<file path="src/hdl/refcounted_slot_table_assert.svh">
// assertion macros used by the slot table datapath
`ifndef REFCOUNTED_SLOT_TABLE_ASSERT_SVH
`define REFCOUNTED_SLOT_TABLE_ASSERT_SVH

// same-cycle implication, sampled on clk, off while rst_n is low
`define RCST_ASSERT_NOW(lbl, ante, cons) \
    lbl: assert property (@(posedge clk) disable iff (!rst_n) (ante) |-> (cons)) \
        else $error("slot table check failed");

// next-cycle implication, sampled on clk, off while rst_n is low
`define RCST_ASSERT_NEXT(lbl, ante, cons) \
    lbl: assert property (@(posedge clk) disable iff (!rst_n) (ante) |=> (cons)) \
        else $error("slot table check failed");

`endif

</file>
<file path="src/hdl/rcst_pkg.sv">
// shared types, codes and constants of the slot table
package rcst_pkg;

    localparam int SLOTS_DEF      = 64;
    localparam int COUNT_BITS_DEF = 16;

    localparam int CFG_W       = 7;
    localparam int REQ_W       = 2;
    localparam int ID_W        = 8;
    localparam int STATUS_W    = 2;
    localparam int RES_SLOT_W  = 6;
    localparam int REF_COUNT_W = 16;

    localparam logic [CFG_W-1:0] SLOTS_IN_USE_RESET = 7'd64;

    typedef enum logic [REQ_W-1:0] {
        REQ_ALLOC   = 2'd0,
        REQ_ACQUIRE = 2'd1,
        REQ_RELEASE = 2'd2,
        REQ_NONE    = 2'd3
    } req_t;

    typedef enum logic [STATUS_W-1:0] {
        STS_OK     = 2'd0,
        STS_FULL   = 2'd1,
        STS_BAD_ID = 2'd2,
        STS_UNREG  = 2'd3
    } status_t;

    // controller to datapath
    typedef struct packed {
        logic capture;
        logic commit;
    } rcst_cmd_t;

    // datapath to controller
    typedef struct packed {
        logic out_hold;
    } rcst_sts_t;

endpackage

</file>
<file path="src/hdl/rcst_ctrl.sv">
// controller state machine of the slot table
module rcst_ctrl
(
    input  logic               clk,
    input  logic               rst_n,
    input  logic               in_valid,
    output logic               in_stall,
    input  rcst_pkg::rcst_sts_t sts,
    output rcst_pkg::rcst_cmd_t cmd
);
    import rcst_pkg::*;

    typedef enum logic {
        ST_IDLE,
        ST_RUN
    } state_t;

    state_t state_reg;
    state_t state_next;

    assign in_stall    = (state_reg != ST_IDLE);
    assign cmd.capture = (state_reg == ST_IDLE) && in_valid;
    assign cmd.commit  = (state_reg == ST_RUN) && !sts.out_hold;

    always_comb
    begin
        state_next = state_reg;
        case (state_reg)
            ST_IDLE:
            begin
                if (in_valid)
                begin
                    state_next = ST_RUN;
                end
            end
            ST_RUN:
            begin
                if (!sts.out_hold)
                begin
                    state_next = ST_IDLE;
                end
            end
            default:
            begin
                state_next = ST_IDLE;
            end
        endcase
    end

    always_ff @(posedge clk or negedge rst_n)
    begin
        if (!rst_n)
        begin
            state_reg <= ST_IDLE;
        end
        else
        begin
            state_reg <= state_next;
        end
    end

endmodule

</file>
<file path="src/hdl/rcst_dpath.sv">
// datapath of the slot table: valid bits, count memory, free search, result register
module rcst_dpath
#(
    parameter int SLOTS      = rcst_pkg::SLOTS_DEF,
    parameter int COUNT_BITS = rcst_pkg::COUNT_BITS_DEF
)
(
    input  logic                             clk,
    input  logic                             rst_n,
    input  logic                             cfg_write,
    input  logic [rcst_pkg::CFG_W-1:0]       cfg_data,
    input  logic [rcst_pkg::REQ_W-1:0]       req_type,
    input  logic [rcst_pkg::ID_W-1:0]        slot_id,
    input  logic                             auto_release,
    output logic                             out_valid,
    input  logic                             out_stall,
    output logic [rcst_pkg::STATUS_W-1:0]    status,
    output logic [rcst_pkg::RES_SLOT_W-1:0]  result_slot,
    output logic [rcst_pkg::REF_COUNT_W-1:0] ref_count,
    output logic                             freed,
    input  rcst_pkg::rcst_cmd_t              cmd,
    output rcst_pkg::rcst_sts_t              sts
);
    import rcst_pkg::*;

    localparam int IW = $clog2(SLOTS);
    localparam int NW = $clog2(SLOTS + 1);
    localparam int UW = (NW > CFG_W) ? NW : CFG_W;
    localparam int CW = (UW > ID_W) ? UW : ID_W;
    localparam int SW = (IW > RES_SLOT_W) ? IW : RES_SLOT_W;
    localparam int KW = (COUNT_BITS > REF_COUNT_W) ? COUNT_BITS : REF_COUNT_W;
    localparam int MW = COUNT_BITS + 1;
    localparam logic [COUNT_BITS-1:0] COUNT_MAX = {COUNT_BITS{1'b1}};
    localparam logic [COUNT_BITS-1:0] COUNT_ONE = COUNT_BITS'(1);

    // configuration
    logic [CFG_W-1:0] slots_in_use_reg;

    // slot state: valid bits in flops, {auto_release, count} in memory
    logic [SLOTS-1:0] valid_reg;
    logic [SLOTS-1:0] valid_next;
    logic [MW-1:0]    slot_mem [SLOTS];
    logic [MW-1:0]    rd_data_reg;

    // captured request
    req_t             req_reg;
    logic             auto_reg;
    logic             id_ok_reg;
    logic             live_reg;
    logic [IW-1:0]    idx_reg;
    logic             free_found_reg;
    logic [IW-1:0]    free_idx_reg;

    // result register
    logic                   out_valid_reg;
    status_t                status_reg;
    logic [RES_SLOT_W-1:0]  result_slot_reg;
    logic [REF_COUNT_W-1:0] ref_count_reg;
    logic                   freed_reg;

    // capture-side logic
    logic [UW-1:0]    usable;
    logic [UW-1:0]    cfg_ext;
    logic [CW-1:0]    id_ext;
    logic [IW-1:0]    idx_in;
    logic             id_ok_in;
    logic [SLOTS-1:0] avail;
    logic [SLOTS-1:0] lowest;
    logic [IW-1:0]    free_idx_in;

    // commit-side logic
    logic [COUNT_BITS-1:0] cnt;
    logic                  cnt_auto;
    logic [COUNT_BITS-1:0] cnt_new;
    status_t               status_c;
    logic [IW-1:0]         slot_c;
    logic [COUNT_BITS-1:0] count_c;
    logic                  freed_c;
    logic                  mem_we;
    logic [IW-1:0]         mem_addr;
    logic [MW-1:0]         mem_wdata;
    logic                  alloc_hit;

    assign cfg_ext  = UW'(slots_in_use_reg);
    assign usable   = (cfg_ext < UW'(SLOTS)) ? cfg_ext : UW'(SLOTS);
    assign id_ext   = CW'(slot_id);
    assign idx_in   = id_ext[IW-1:0];
    assign id_ok_in = (id_ext < CW'(usable));

    // free slots within the usable range, lowest one isolated
    always_comb
    begin
        for (int i = 0; i < SLOTS; i++)
        begin
            avail[i] = !valid_reg[i] && (UW'(i) < usable);
        end
    end

    assign lowest = avail & (~avail + SLOTS'(1));

    always_comb
    begin
        free_idx_in = '0;
        for (int i = 0; i < SLOTS; i++)
        begin
            if (lowest[i])
            begin
                free_idx_in = free_idx_in | IW'(i);
            end
        end
    end

    always_ff @(posedge clk)
    begin
        if (cmd.capture)
        begin
            req_reg        <= req_t'(req_type);
            auto_reg       <= auto_release;
            id_ok_reg      <= id_ok_in;
            live_reg       <= id_ok_in && valid_reg[idx_in];
            idx_reg        <= idx_in;
            free_found_reg <= |avail;
            free_idx_reg   <= free_idx_in;
            rd_data_reg    <= slot_mem[idx_in];
        end
        if (mem_we)
        begin
            slot_mem[mem_addr] <= mem_wdata;
        end
    end

    assign cnt       = rd_data_reg[COUNT_BITS-1:0];
    assign cnt_auto  = rd_data_reg[COUNT_BITS];
    assign alloc_hit = (req_reg == REQ_ALLOC) && free_found_reg;

    // read-modify-write of the addressed slot
    always_comb
    begin
        status_c   = STS_OK;
        slot_c     = '0;
        count_c    = '0;
        freed_c    = 1'b0;
        cnt_new    = cnt;
        mem_we     = 1'b0;
        mem_addr   = idx_reg;
        mem_wdata  = rd_data_reg;
        valid_next = valid_reg;
        case (req_reg)
            REQ_ALLOC:
            begin
                if (free_found_reg)
                begin
                    slot_c    = free_idx_reg;
                    count_c   = COUNT_ONE;
                    mem_we    = cmd.commit;
                    mem_addr  = free_idx_reg;
                    mem_wdata = {auto_reg, COUNT_ONE};
                    if (cmd.commit)
                    begin
                        valid_next[free_idx_reg] = 1'b1;
                    end
                end
                else
                begin
                    status_c = STS_FULL;
                end
            end
            REQ_ACQUIRE, REQ_RELEASE:
            begin
                if (!id_ok_reg)
                begin
                    status_c = STS_BAD_ID;
                end
                else if (!live_reg)
                begin
                    status_c = STS_UNREG;
                end
                else
                begin
                    if (req_reg == REQ_ACQUIRE)
                    begin
                        cnt_new = (cnt == COUNT_MAX) ? cnt : cnt + COUNT_ONE;
                    end
                    else
                    begin
                        cnt_new = (cnt != '0) ? cnt - COUNT_ONE : cnt;
                    end
                    slot_c    = idx_reg;
                    mem_we    = cmd.commit;
                    if ((req_reg == REQ_RELEASE) && (cnt_new == '0) && cnt_auto)
                    begin
                        // auto-release slot drained: free it
                        freed_c   = 1'b1;
                        mem_wdata = '0;
                        if (cmd.commit)
                        begin
                            valid_next[idx_reg] = 1'b0;
                        end
                    end
                    else
                    begin
                        count_c   = cnt_new;
                        mem_wdata = {cnt_auto, cnt_new};
                    end
                end
            end
            default:
            begin
                status_c = STS_BAD_ID;
            end
        endcase
    end

    always_ff @(posedge clk or negedge rst_n)
    begin
        if (!rst_n)
        begin
            slots_in_use_reg <= SLOTS_IN_USE_RESET;
            valid_reg        <= '0;
            out_valid_reg    <= 1'b0;
        end
        else
        begin
            if (cfg_write)
            begin
                slots_in_use_reg <= cfg_data;
            end
            valid_reg <= valid_next;
            if (cmd.commit)
            begin
                out_valid_reg <= 1'b1;
            end
            else if (!out_stall)
            begin
                out_valid_reg <= 1'b0;
            end
        end
    end

    always_ff @(posedge clk)
    begin
        if (cmd.commit)
        begin
            status_reg      <= status_c;
            result_slot_reg <= RES_SLOT_W'(SW'(slot_c));
            ref_count_reg   <= REF_COUNT_W'(KW'(count_c));
            freed_reg       <= freed_c;
        end
    end

    assign sts.out_hold = out_valid_reg && out_stall;
    assign out_valid    = out_valid_reg;
    assign status       = status_reg;
    assign result_slot  = result_slot_reg;
    assign ref_count    = ref_count_reg;
    assign freed        = freed_reg;

    `include "refcounted_slot_table_assert.svh"

    `RCST_ASSERT_NEXT(a_commit_shows_word, cmd.commit, out_valid_reg)
    `RCST_ASSERT_NOW(a_word_from_commit, $rose(out_valid_reg), $past(cmd.commit))
    `RCST_ASSERT_NEXT(a_alloc_marks_valid, cmd.commit && alloc_hit, valid_reg[$past(free_idx_reg)])
    `RCST_ASSERT_NEXT(a_freed_clears_valid, cmd.commit && freed_c, !valid_reg[$past(idx_reg)])

endmodule

</file>
<file path="src/hdl/refcounted_slot_table.sv">
// top level of the reference-counted slot table
// A table of SLOTS slots, each with a valid bit, an auto-release bit and a
// COUNT_BITS reference count. Every request word gives exactly one result
// word. Allocate claims the lowest free slot below slots_in_use with count 1;
// acquire raises a live slot's count (saturating), release lowers it (not
// below zero) and frees an auto-release slot once its count is zero. A request
// is first captured, which reads the slot's count from the count memory and
// finds the lowest free slot over the valid bits, then committed, which writes
// the updated count back and loads the result register; in_stall is high in
// the commit state, which stretches for as long as the word before it still
// waits behind a stalled output. The next request may be taken while the
// previous result is still waiting. slots_in_use resets to 64; the user must
// write it only while the block is idle, which the block does not enforce.
module refcounted_slot_table
#(
    parameter int SLOTS      = rcst_pkg::SLOTS_DEF,
    parameter int COUNT_BITS = rcst_pkg::COUNT_BITS_DEF
)
(
    input  logic                             clk,
    input  logic                             rst_n,
    // configuration
    input  logic                             cfg_write,
    input  logic [rcst_pkg::CFG_W-1:0]       cfg_data,
    // request word
    input  logic                             in_valid,
    output logic                             in_stall,
    input  logic [rcst_pkg::REQ_W-1:0]       req_type,
    input  logic [rcst_pkg::ID_W-1:0]        slot_id,
    input  logic                             auto_release,
    // result word
    output logic                             out_valid,
    input  logic                             out_stall,
    output logic [rcst_pkg::STATUS_W-1:0]    status,
    output logic [rcst_pkg::RES_SLOT_W-1:0]  result_slot,
    output logic [rcst_pkg::REF_COUNT_W-1:0] ref_count,
    output logic                             freed
);
    import rcst_pkg::*;

    rcst_cmd_t cmd;
    rcst_sts_t sts;

    // sequencing: capture then commit, held while the result register is full
    rcst_ctrl u_ctrl
    (
        .clk      (clk),
        .rst_n    (rst_n),
        .in_valid (in_valid),
        .in_stall (in_stall),
        .sts      (sts),
        .cmd      (cmd)
    );

    // slot state, free search, count update and result register
    rcst_dpath
    #(
        .SLOTS      (SLOTS),
        .COUNT_BITS (COUNT_BITS)
    )
    u_dpath
    (
        .clk          (clk),
        .rst_n        (rst_n),
        .cfg_write    (cfg_write),
        .cfg_data     (cfg_data),
        .req_type     (req_type),
        .slot_id      (slot_id),
        .auto_release (auto_release),
        .out_valid    (out_valid),
        .out_stall    (out_stall),
        .status       (status),
        .result_slot  (result_slot),
        .ref_count    (ref_count),
        .freed        (freed),
        .cmd          (cmd),
        .sts          (sts)
    );

endmodule
</file>
<file path="config.mk">
export PLATFORM = sky130hd
export DESIGN_NAME = refcounted_slot_table
export DESIGN_NICKNAME = d
export VERILOG_FILES = /design/src/hdl/rcst_pkg.sv /design/src/hdl/rcst_ctrl.sv /design/src/hdl/rcst_dpath.sv /design/src/hdl/refcounted_slot_table.sv
export VERILOG_INCLUDE_DIRS = /design/src /design/src/hdl
export SDC_FILE = /design/constraint.sdc
export NUM_CORES = 1
export LEC_CHECK = 0
export CAP_MARGIN = 10
export CORE_MARGIN = 5
export CORE_UTILIZATION = 39
export CTS_BUF_LIST = sky130_fd_sc_hd__clkbuf_4 sky130_fd_sc_hd__clkbuf_8
export CTS_CLUSTER_DIAMETER = 200
export DETAILED_ROUTE_END_ITERATION = 10
export DONT_BUFFER_PORTS = 1
export GPL_TIMING_DRIVEN = 0
export MAX_ROUTING_LAYER = met4
export PLACE_DENSITY_LB_ADDON = 0.08
export SYNTH_ARGS = -nofsm -noshare
export SYNTH_HDL_FRONTEND = slang
export SYNTH_HIERARCHICAL = 1
export SYNTH_SLANG_ARGS = --single-unit
</file>
<file path="constraint.sdc">
create_clock -name clk -period 15.82 [get_ports clk]
set_clock_uncertainty 0.15 [all_clocks]
set_input_delay 3.164 -clock clk [delete_from_list [all_inputs] [get_ports clk]]
set_output_delay 3.164 -clock clk [all_outputs]
set_load 0.02 [all_outputs]
</file>
# Yosys cells after proc, flatten, opt, wreduce, memory -nomap -nowiden
# Memory sizes are Yosys's and may differ from the RTL's. A register that Yosys moved wholly into a read port is not among the register bits.
# Index checks and enable logic that the tools add are counted.
dict set report classes {
  addsub 3
  n_lt_le_gt_ge 71
  eq_ne 12
  n_mux 164
  bitwise_logic 6
  n_reduce_logical 150
}
# op n
set ops {}
lappend ops {{two-way mux 64 bit} 19}
lappend ops {{two-way mux 16 bit} 16}
lappend ops {{two-way mux 6 bit} 40}
lappend ops {{< comparator 6 x 7 -> 1 bit (first input constant)} 32}
lappend ops {{two-way mux 17 bit} 11}
lappend ops {{bitwise AND 64 bit} 2}
lappend ops {{inverter 64 bit} 2}
lappend ops {{one-hot mux 64 bit (2 select lines)} 1}
lappend ops {{< comparator 5 x 7 -> 1 bit (first input constant)} 16}
lappend ops {{two-way mux 5 bit} 16}
lappend ops {{logical AND 1 bit} 72}
lappend ops {{zero test 1 bit} 65}
lappend ops {{adder 64 x 1 -> 64 bit (second input constant)} 1}
lappend ops {{OR 64 bit} 1}
lappend ops {{OR reduction 64 bit} 1}
lappend ops {{< comparator 4 x 7 -> 1 bit (first input constant)} 8}
lappend ops {{one-hot mux 17 bit (2 select lines)} 1}
lappend ops {{two-way mux 4 bit} 8}
lappend ops {{one-hot mux 16 bit (2 select lines)} 1}
lappend ops {{OR reduction 32 bit} 1}
lappend ops {{two-way mux 1 bit} 31}
lappend ops {{< comparator 3 x 7 -> 1 bit (first input constant)} 4}
lappend ops {{< comparator 6 x 7 -> 1 bit (second input constant)} 3}
lappend ops {{adder 16 x 1 -> 16 bit (second input constant)} 1}
lappend ops {{other kinds (31)} 53}
dict set report totals {
  register_bits 116
  ramBits 1088
  elab_cells 427
  mem_count 1
}
# name words width rd rd_ports_with_merged_regs wr line
set mem_list {}
lappend mem_list {u_dpath.slot_mem 64 17 1 1 1 rcst_dpath.sv:42} ;# logic [MW-1:0] slot_mem [SLOTS];

# Longest topological paths before layout
dict set report logic_depth {
  ltp_word 68
  mapped_depth 14
  mapped_depth_nobuf 10
}

# Modules after synthesis
# Netlist, hierarchy kept.
# module instances cells_each area_per_inst_um2
set modules_own_cells {}
lappend modules_own_cells {rcst_dpath 1 2727 51326.7}
lappend modules_own_cells {rcst_ctrl 1 4 53.8}

# Least setup slack after synthesis
# Ideal clock, no wire load.
dict set report synth_timing {
  path_type {in2reg}
  from {in out_stall}
  to {mem u_dpath/slot_mem[17][0] (netlist name), enable pin}
  setup_ns 0.391
  arrival_time_ns 6.242
  setup_slack_ns 9.038
  stages 6
  cell_sequence {and2_1 > nor2b_1 > nand2b_1 > a2111oi_0 > nand3_1 > nor2_1}
}
# item line
set synth_lines {}
lappend synth_lines {{start: declaration} refcounted_slot_table.sv:33} ;# input logic out_stall,
lappend synth_lines {{end: declaration} rcst_dpath.sv:42}

==> flow_summary.ini <==
[clock_network]
clock-sinks = 1221
clk_pin_slew_worst_paths_ns = 0.06
cts_max_level = 4
cts_setup_buffers = 0
cts_root_buffer = clkbuf_8
cts_tree = done
post_cts_resized = 0
holdBufCountCts = 0
clk_path_buf_depth = 3
clk_latency_ns = 0.93
cts_buffers = 204

[place]
hpwl_um = 111000
pre_cts_ws_ns = 7.93
gp_congestion = 0.912
dpl.cell_count = 4568
place.port_buffers = 0

[floorplanning]
initial_core_util_pct = 39.2
design.core.area_um2 = 131000
die_area_um2 = 139000
die_w_um = 373
ios = 50
die_h_um = 373
fp-row-count = 133

[route]
via_per_inst = 5.93
ant_nets = 0
dr.pass1.iters = 6
wire_per_inst_um = 32.3
remaining_drc_errors = 0
finalWirelength_um = 160000
num_vias = 29400
first_iter_violations = 3331

[job]
cap_violations = 0

[hold_path]
worstHoldStart = u_dpath/valid_reg[60]
hold_class = reg -> reg
hold_path_depth = 2
hold_end = u_dpath/valid_reg[60]

[logic_synthesis]
synthesis.area_per_instance_um2 = 18.8
synth_area_um2 = 51400
synth_edf_count = 1148
synth-main-ff-cell = edfxtp_1
yosysSeqAreaShare_pct = 70.7
syn-instance-count = 2731
synth-async-reset-ratio_pct = 5.98
yosysWarningCount = 6
synth_nets = 2767
synth_cell_types = 94
synth_seq_cells = 1221

[worst_setup_path]
rr_startpoint = u_dpath/cfg_ext[0]
path_buf_inv = 3
worst_ep_arrival_time_ns = 7.38
worst_path_largest_cell_delay_ns = 0.88
cp-end-kind = flop
reg2reg_slack_ns = 10.31
crit_required_ns = 16.30
cp.depth = 6
critPathMostFrequentCell = mux4_2
start_kind = input port
crit_start = slot_id[0]
worstPathMaxFanout = 10
path_cells = clkbuf_1, clkbuf_1, buf_1, mux4_2, mux4_2, mux4_2
crit_slowest_cell = clkbuf_1
r2r-end = u_dpath/free_idx_reg[1]
r2r_cells = 9
setup.worst_path.class = in -> reg
critical_path.top_delay_family = buffers and inverters

[final_layout]
largest_reg_flops = 1088
syn2layout_area_growth_pct = 15.6
fin_nets = 3059
finish.utilization_pct = 45.3
final_cell_mix = 1148 x edfxtp_1, 378 x mux4_2, 212 x clkbuf_8, 91 x a21oi_1
final_cells = 4951
drive_above_1_share_pct = 29.6
final_common_cell = edfxtp_1

[timing]
setup_tns_ns = 0
maxSlewViolCount = 0
layout_setup_ws_ns = 8.92
max_clock_freq_mhz = 145
worst_slew_pin_slew_ns = 1.31
hold_viol = 0
fin_crit_ns = 6.90
final-setup-viol-count = 0
relSlewSlack_pct = 10.7
rsz0062_at_grt = false
post-route-period-util_pct = 43.6

[pwr]
p_leak_nw = 19.4
p_per_area_nw_per_um2 = 121
power.total_mw = 7.20
irDropWorstVdd_mv = 0.0940

[global_routing]
grt_pass1_wl_um = 227000
grt_start_max_net_pins = 74
gr-total-overflow = 0
grt_use_total_pct = 23.5
grt_pass1_vias = 29500
antenna_found_initial = 8

[status]
status = finished clean
-- worst max path at each step --
stage	end	slack (ns)
global placement	u_dpath/slot_mem[42][10]	6.05
CTS	u_dpath/rd_data_reg[13]	8.97
finish	u_dpath/rd_data_reg[9]	8.92
floorplan	u_dpath/slot_mem[17][0]	9.04
global route	u_dpath/rd_data_reg[13]	8.77
detailed placement	u_dpath/rd_data_reg[13]	7.93
-- cells in the mapped netlist (13+ instances only) --
cell type,instances,share of area [%]
a21o_1,28,0.41
nand3_1,40,0.39
nand2_1,83,0.61
inv_1,67,0.49
edfxtp_1,1148,67
ha_1,13,0.32
nor2_1,141,1.0
buf_1,36,0.26
a211oi_1,27,0.39
mux4_2,378,17
or3_1,17,0.21
and3_1,19,0.23
a22oi_1,47,0.69
nand4_1,24,0.29
buf_2,13,0.13
nand2b_1,14,0.17
clkbuf_1,85,0.62
nor4_1,22,0.27
dfrtp_1,72,3.5
nor3_1,41,0.40
o21ai_0,87,0.85
a21oi_1,92,0.90
-- per-layer routing --
metal	track usage, %	routed length, um
met5	-	0
met4	6.28	4080
met3	3.97	10300
met2	36.3	76300
met1	32.6	69200
-- tightest hold or removal path: stages, from the launching register on --
cell and delay, ns:
dfrtp_1 0.37, a22oi_1 0.07, o21ai_1 0.09
-- logic make-up after synthesis --
| logic type | count (synthesis) | share of synthesized area [%] |
|---|---|---|
| flip-flops | 1221 | 70.7 |
| AND/OR/NAND/NOR | 505 | 5.49 |
| AO/OA/AOI/OAI | 396 | 5.14 |
| multiplexers | 386 | 16.7 |
| buffers and inverters | 205 | 1.57 |
| adder cells (fa/ha/maj) | 13 | 0.317 |
| XOR/XNOR | 5 | 0.0852 |
-- cell type report --
class	count	area [um^2]
fill	11400	71700
sequential	1221	36300
multi-input combinational	1305	14600
clock buffer	295	3530
tap	1755	2200
timing repair buffer	86	1450
buffer	138	557
clock inverter	79	552
inverter	67	251
antenna	5	12.5
-- per-stage QoR --
stage / hold WS (ns) / instance area, um^2
CTS: 0.437 / 59300
floorplan: 0.346 / 51400
global route: 0.457 / 59400
global placement: 0.388 / 53600
finish: 0.427 / 59400
detailed placement: 0.420 / 55200
-- power by group --
group          switching [mW]  internal [mW]  total [mW]
Clock                    1.29           1.50        2.79
Combinational           0.491          0.205       0.696
Sequential             0.0394           3.68        3.72
Power figures use the tool's default switching activity.
